### src/sv/lphm_pkg.sv
package lphm_pkg;

    localparam int TABLE_SIZE_DEF = 256;

    // Hash bits folded into the start slot per cycle when the table size is
    // not a power of two.
    localparam int MOD_BITS = 4;

    localparam logic [1:0] OP_LOOKUP = 2'd0;
    localparam logic [1:0] OP_PUT    = 2'd1;
    localparam logic [1:0] OP_REMOVE = 2'd2;

    localparam logic [1:0] TAG_EMPTY = 2'd0;
    localparam logic [1:0] TAG_LIVE  = 2'd1;
    localparam logic [1:0] TAG_TOMB  = 2'd2;

    localparam logic [2:0] ST_INSERTED = 3'd0;
    localparam logic [2:0] ST_UPDATED  = 3'd1;
    localparam logic [2:0] ST_REMOVED  = 3'd2;
    localparam logic [2:0] ST_ABSENT   = 3'd3;
    localparam logic [2:0] ST_FULL     = 3'd4;
    localparam logic [2:0] ST_NULLKEY  = 3'd5;

    typedef struct packed {
        logic [1:0]  cmd;
        logic [31:0] key_id;
        logic [31:0] key_hash;
        logic [63:0] value_in;
    } t_req;

    typedef struct packed {
        logic [2:0]  status;
        logic        found;
        logic [63:0] value_out;
        logic [7:0]  slot_index;
        logic [8:0]  entry_count;
    } t_rsp;

    typedef struct packed {
        logic clear;
        logic load;
        logic mod_step;
        logic probe;
        logic commit;
    } t_dp_cmd;

    typedef struct packed {
        logic clear_last;
        logic direct;
        logic mod_done;
        logic probe_stop;
        logic out_free;
    } t_dp_sts;

endpackage

### src/sv/lphm_ctrl.sv
module lphm_ctrl (
    input  logic              i_clk,
    input  logic              i_rst_n,
    input  logic              i_in_valid,
    output logic              o_in_stall,
    input  lphm_pkg::t_dp_sts i_sts,
    output lphm_pkg::t_dp_cmd o_cmd
);

    typedef enum logic [4:0] {
        S_CLEAR  = 5'b00001,
        S_IDLE   = 5'b00010,
        S_MOD    = 5'b00100,
        S_PROBE  = 5'b01000,
        S_COMMIT = 5'b10000
    } t_state;

    t_state r_state;
    t_state n_state;

    always_comb begin
        n_state = r_state;
        o_cmd   = '0;
        case (r_state)
            S_CLEAR: begin
                o_cmd.clear = 1'b1;
                if (i_sts.clear_last) n_state = S_IDLE;
            end
            S_IDLE: begin
                if (i_in_valid) begin
                    o_cmd.load = 1'b1;
                    n_state    = i_sts.direct ? S_PROBE : S_MOD;
                end
            end
            S_MOD: begin
                o_cmd.mod_step = 1'b1;
                if (i_sts.mod_done) n_state = S_PROBE;
            end
            S_PROBE: begin
                o_cmd.probe = 1'b1;
                if (i_sts.probe_stop) n_state = S_COMMIT;
            end
            S_COMMIT: begin
                if (i_sts.out_free) begin
                    o_cmd.commit = 1'b1;
                    n_state      = S_IDLE;
                end
            end
            default: n_state = S_CLEAR;
        endcase
    end

    always_ff @(posedge i_clk) begin
        if (!i_rst_n) r_state <= S_CLEAR;
        else          r_state <= n_state;
    end

    assign o_in_stall = (r_state != S_IDLE);

endmodule

### config.mk
export PLATFORM = sky130hd
export DESIGN_NAME = lphm_ctrl
export DESIGN_NICKNAME = d
export VERILOG_FILES = /design/src/sv/lphm_pkg.sv /design/src/sv/lphm_ctrl.sv
export SDC_FILE = /design/constraint.sdc
export NUM_CORES = 1
export LEC_CHECK = 0
export BUFFER_PORTS_ARGS = -buffer_cell sky130_fd_sc_hd__buf_2
export CAP_MARGIN = 20
export CORE_AREA = 3 3 40 42
export DETAILED_ROUTE_END_ITERATION = 12
export DIE_AREA = 0 0 43 45
export GPL_TIMING_DRIVEN = 0
export HOLD_SLACK_MARGIN = 0.15
export PLACE_DENSITY_LB_ADDON = 0.25
export SYNTH_ARGS = -nofsm -noshare
export SYNTH_HDL_FRONTEND = slang
export SYNTH_SLANG_ARGS = --single-unit
### constraint.sdc
create_clock -name i_clk -period 2.4 [get_ports i_clk]
set_clock_uncertainty 0.15 [all_clocks]
set_input_delay 0.24 -clock i_clk [delete_from_list [all_inputs] [get_ports i_clk]]
set_output_delay 0.24 -clock i_clk [all_outputs]
set_load 0.02 [all_outputs]
==> flow_results.xml <==
<?xml version="1.0" encoding="UTF-8"?>
<metrics>
  <group name="synth">
    <metric name="synth_area_leader_cell" unit="">sky130_fd_sc_hd__dfxtp_1</metric>
    <metric name="synth_flop_cell" unit="">sky130_fd_sc_hd__dfxtp_1</metric>
    <metric name="async_flop_share" unit="">0</metric>
    <metric name="synth.top_cells.by_count" unit="">sky130_fd_sc_hd__dfxtp_1, sky130_fd_sc_hd__nor2_1, sky130_fd_sc_hd__inv_1, sky130_fd_sc_hd__o21ai_0, sky130_fd_sc_hd__nand3_1</metric>
    <metric name="ys_seq_area_frac" unit="">0.243</metric>
    <metric name="yosys_warnings" unit="">0</metric>
    <metric name="syn_area_per_cell" unit="sq um">7.77</metric>
    <metric name="synth_top_cell_area_share" unit="">0.243</metric>
    <metric name="number_of_distinct_library_cells_after_synthesis" unit="">30</metric>
    <metric name="post_synth_instance_area" unit="sq um">412</metric>
    <metric name="post_synth_inst_count" unit="">53</metric>
    <metric name="postSynthRegisterBits" unit="">5</metric>
    <metric name="yosys-top-cells-area" unit="">sky130_fd_sc_hd__dfxtp_1, sky130_fd_sc_hd__buf_6, sky130_fd_sc_hd__o21ai_0, sky130_fd_sc_hd__nor2_1, sky130_fd_sc_hd__nand3_1</metric>
    <metric name="net_count_synth" unit="">61</metric>
    <metric name="synth_enable_flop_cells" unit="">0</metric>
  </group>
  <group name="power">
    <metric name="power.switching" unit="uW">234</metric>
    <metric name="p_int" unit="uW">310</metric>
    <metric name="ir_worst_vdd" unit="uV">341</metric>
    <metric name="power_switching_share" unit="">0.430</metric>
    <metric name="power_frac_clock" unit="">0.190</metric>
    <metric name="comb_power_share" unit="">0.563</metric>
    <metric name="power_density" unit="nW/um^2">987</metric>
    <metric name="power.share.sequential" unit="">0.247</metric>
    <metric name="leakagePower" unit="nW">0.252</metric>
  </group>
  <group name="sta">
    <metric name="setup-tns-final" unit="ns">0</metric>
    <metric name="timing.slew.headroom" unit="">0.802</metric>
    <metric name="final_min_period_over_clock_period" unit="">0.812</metric>
    <metric name="final.hold.worst_slack" unit="ns">0.211</metric>
    <metric name="maxClockFrequency" unit="GHz">0.513</metric>
    <metric name="worst_pin_slew" unit="ns">0.294</metric>
    <metric name="setup_repair_after_global_routing_missed_its_margin" unit="">false</metric>
    <metric name="number_of_hold_slack_violations_in_the_final_timing_report" unit="">0</metric>
    <metric name="worst_slack" unit="ns">0.451</metric>
    <metric name="finalCriticalPeriod" unit="ns">1.95</metric>
    <metric name="drv_slew" unit="">0</metric>
    <metric name="setup_viol" unit="">0</metric>
  </group>
  <group name="place">
    <metric name="number_of_input_and_output_port_buffers_inserted" unit="">13</metric>
    <metric name="dpl.cell_count" unit="">81</metric>
    <metric name="dp_hpwl" unit="um">805</metric>
    <metric name="place_worst_setup_slack" unit="ns">0.808</metric>
    <metric name="gp_congestion" unit="">0.749</metric>
  </group>
  <group name="hold_path">
    <metric name="worstHoldPathType" unit="">in2reg</metric>
  </group>
  <group name="grt">
    <metric name="globalRoute.totalOverflow" unit="">0</metric>
    <metric name="maximum_number_of_pins_on_one_net_before_global_route_repair" unit="">11</metric>
    <metric name="global_route_wire_length_before_repair" unit="um">1780</metric>
    <metric name="number_of_antenna_violations_at_the_first_check_in_global_routing" unit="">0</metric>
    <metric name="vias_in_the_first_global_route" unit="">425</metric>
    <metric name="globalRouteTotalUtil" unit="">0.128</metric>
  </group>
  <group name="cells_and_area">
    <metric name="register_containing_the_most_flip_flops_in_the_final_layout" unit="">r_state</metric>
    <metric name="final_nets" unit="">82</metric>
    <metric name="antenna-diode-count" unit="">0</metric>
    <metric name="layout.cells.non_filler" unit="">88</metric>
    <metric name="post_route_cells_drive_above_1_share" unit="">0.329</metric>
    <metric name="reg_top3" unit="">r_state: 5 flops</metric>
    <metric name="n_fill_cell" unit="">145</metric>
    <metric name="layout-area-overhead-vs-synth" unit="%">34.0</metric>
    <metric name="largest_register_ff_count" unit="">5</metric>
  </group>
  <group name="drt">
    <metric name="vias" unit="">457</metric>
    <metric name="wl_per_cell" unit="um">12.1</metric>
    <metric name="detail_route.vias_per_cell" unit="">5.19</metric>
    <metric name="first_pass_iters" unit="">4</metric>
    <metric name="drt_drc_violations_left" unit="">0</metric>
    <metric name="detail_route.iter0.violations" unit="">13</metric>
    <metric name="detailed_route_wl" unit="um">1070</metric>
    <metric name="ant_nets" unit="">0</metric>
  </group>
  <group name="floorplan">
    <metric name="die_width" unit="um">43</metric>
    <metric name="core_region_area" unit="sq um">1280</metric>
    <metric name="rows" unit="">13</metric>
    <metric name="floorplan.initialDensity" unit="">0.320</metric>
    <metric name="design.portCount" unit="">14</metric>
    <metric name="die_height" unit="um">45</metric>
    <metric name="floorplan.die_area" unit="sq um">1940</metric>
  </group>
  <group name="cts">
    <metric name="worstSkewPairLatency" unit="ns">0.25</metric>
    <metric name="cts_tree" unit="">yes</metric>
    <metric name="clock_path_buffers" unit="">2</metric>
    <metric name="cts.clk_slew.worst_paths" unit="ns">0.05</metric>
    <metric name="cts_resized" unit="">0</metric>
    <metric name="postCtsSetupBuffers" unit="">0</metric>
    <metric name="cts.hold.buffers_added" unit="">3</metric>
    <metric name="cts-htree-levels" unit="">1</metric>
    <metric name="cts-root-buf" unit="">sky130_fd_sc_hd__clkbuf_4</metric>
    <metric name="cts_made_buffers" unit="">3</metric>
    <metric name="clock_sinks" unit="">5</metric>
  </group>
  <group name="worst_setup_path">
    <metric name="setup.worst_path.class" unit="">reg2reg</metric>
    <metric name="timing.critical_path.to_type" unit="">flop</metric>
    <metric name="startpoint_type" unit="">flop</metric>
    <metric name="critPathArrivalTime" unit="ns">1.94</metric>
    <metric name="critical_path.max_fanout" unit="">10</metric>
    <metric name="critical_path_required" unit="ns">2.39</metric>
  </group>
  <group name="run">
    <metric name="drv.max_cap_violation_count" unit="">0</metric>
  </group>
  <group name="outcome">
    <metric name="status" unit="">finished clean</metric>
  </group>
</metrics>
## through the flow
stage / cell area (sq um) / utilization / power [mW]
detailed placement: 495 / 0.386 / 0.428
global route: 552 / 0.429 / 0.593
floorplan: 412 / - / 0.362
finish: 552 / 0.429 / 0.544
global placement: 495 / 0.386 / 0.425
CTS: 552 / 0.429 / 0.551
## placed cells by master, fill, tap and decap left out, drive strengths merged
cell type,instances
clkinv,1
o221ai,1
nor2,5
and3,1
o221a,1
and2b,1
a21oi,1
nand2,3
o211ai,1
and2,1
mux2,1
nor3,3
o2111a,1
a21boi,2
nand3b,2
xor2,1
or3,1
nor4,1
dfxtp,5
o21ai,5
nand3,3
nand4,2
dlygate4sd3,3
clkbuf,4
inv,4
nor3b,3
buf,16
## critical path, stage by stage, from the launching register on
cell,delay [ns]
sky130_fd_sc_hd__dfxtp_1,0.35
sky130_fd_sc_hd__buf_2,0.24
sky130_fd_sc_hd__xor2_1,0.17
sky130_fd_sc_hd__o211ai_1,0.10
sky130_fd_sc_hd__a21oi_1,0.15
sky130_fd_sc_hd__o221ai_1,0.12
sky130_fd_sc_hd__dlygate4sd3_1,0.56
## layer usage
metal | track usage | routed length (um) | up-vias
met5 | 0 | 0 | -
met4 | 0.0723 | 21 | 0
met3 | 0.0598 | 60 | 2
met2 | 0.222 | 541 | 9
met1 | 0.128 | 445 | 214
li1 | - | - | 232
## final cells by class
cell class                      instances  area [sq um]  share of cell area
Clock buffer                            4          26.3              0.0476
Multi-Input combinational cell         40           265               0.481
Buffer                                  3          27.5              0.0499
Timing Repair Buffer                   16          95.1               0.172
Tap cell                               15          18.8              0.0340
Sequential cell                         5           100               0.181
Inverter                                5          18.8              0.0340
## cells by family (layout without fill, tap and decap cells)
group                     count (synthesis)  after routing  synth area share
xor gates and xnor gates                  1              1            0.0213
buffers and inverters                     8             28             0.112
and+or+nand+nor                          26             26             0.392
muxes                                     1              1            0.0274
AOI/OAI and AO/OA                        12             12             0.204
DFF                                       5              5             0.243
## final timing paths
| kind | startpoint | endpoint | slack [ns] | cells after the start |
|---|---|---|---|---|
| hold / removal | i_sts[0] | r_state[4] | 0.21 | 3 |
| setup / recovery | r_state[0] | r_state[0] | 0.45 | 6 |
| hold reg to reg | r_state[3] | r_state[2] | 0.47 | 3 |
| setup reg to reg | r_state[0] | r_state[0] | 0.45 | 6 |
## power by group through the flow
stage	Sequential [mW]	Combinational, mW	Clock [mW]
floorplan	0.129	0.233	0
CTS	0.135	0.307	0.109
global placement	0.136	0.289	0
global route	0.138	0.339	0.115
finish	0.134	0.307	0.103
detailed placement	0.137	0.291	0
(Power assumes the default switching activity.)
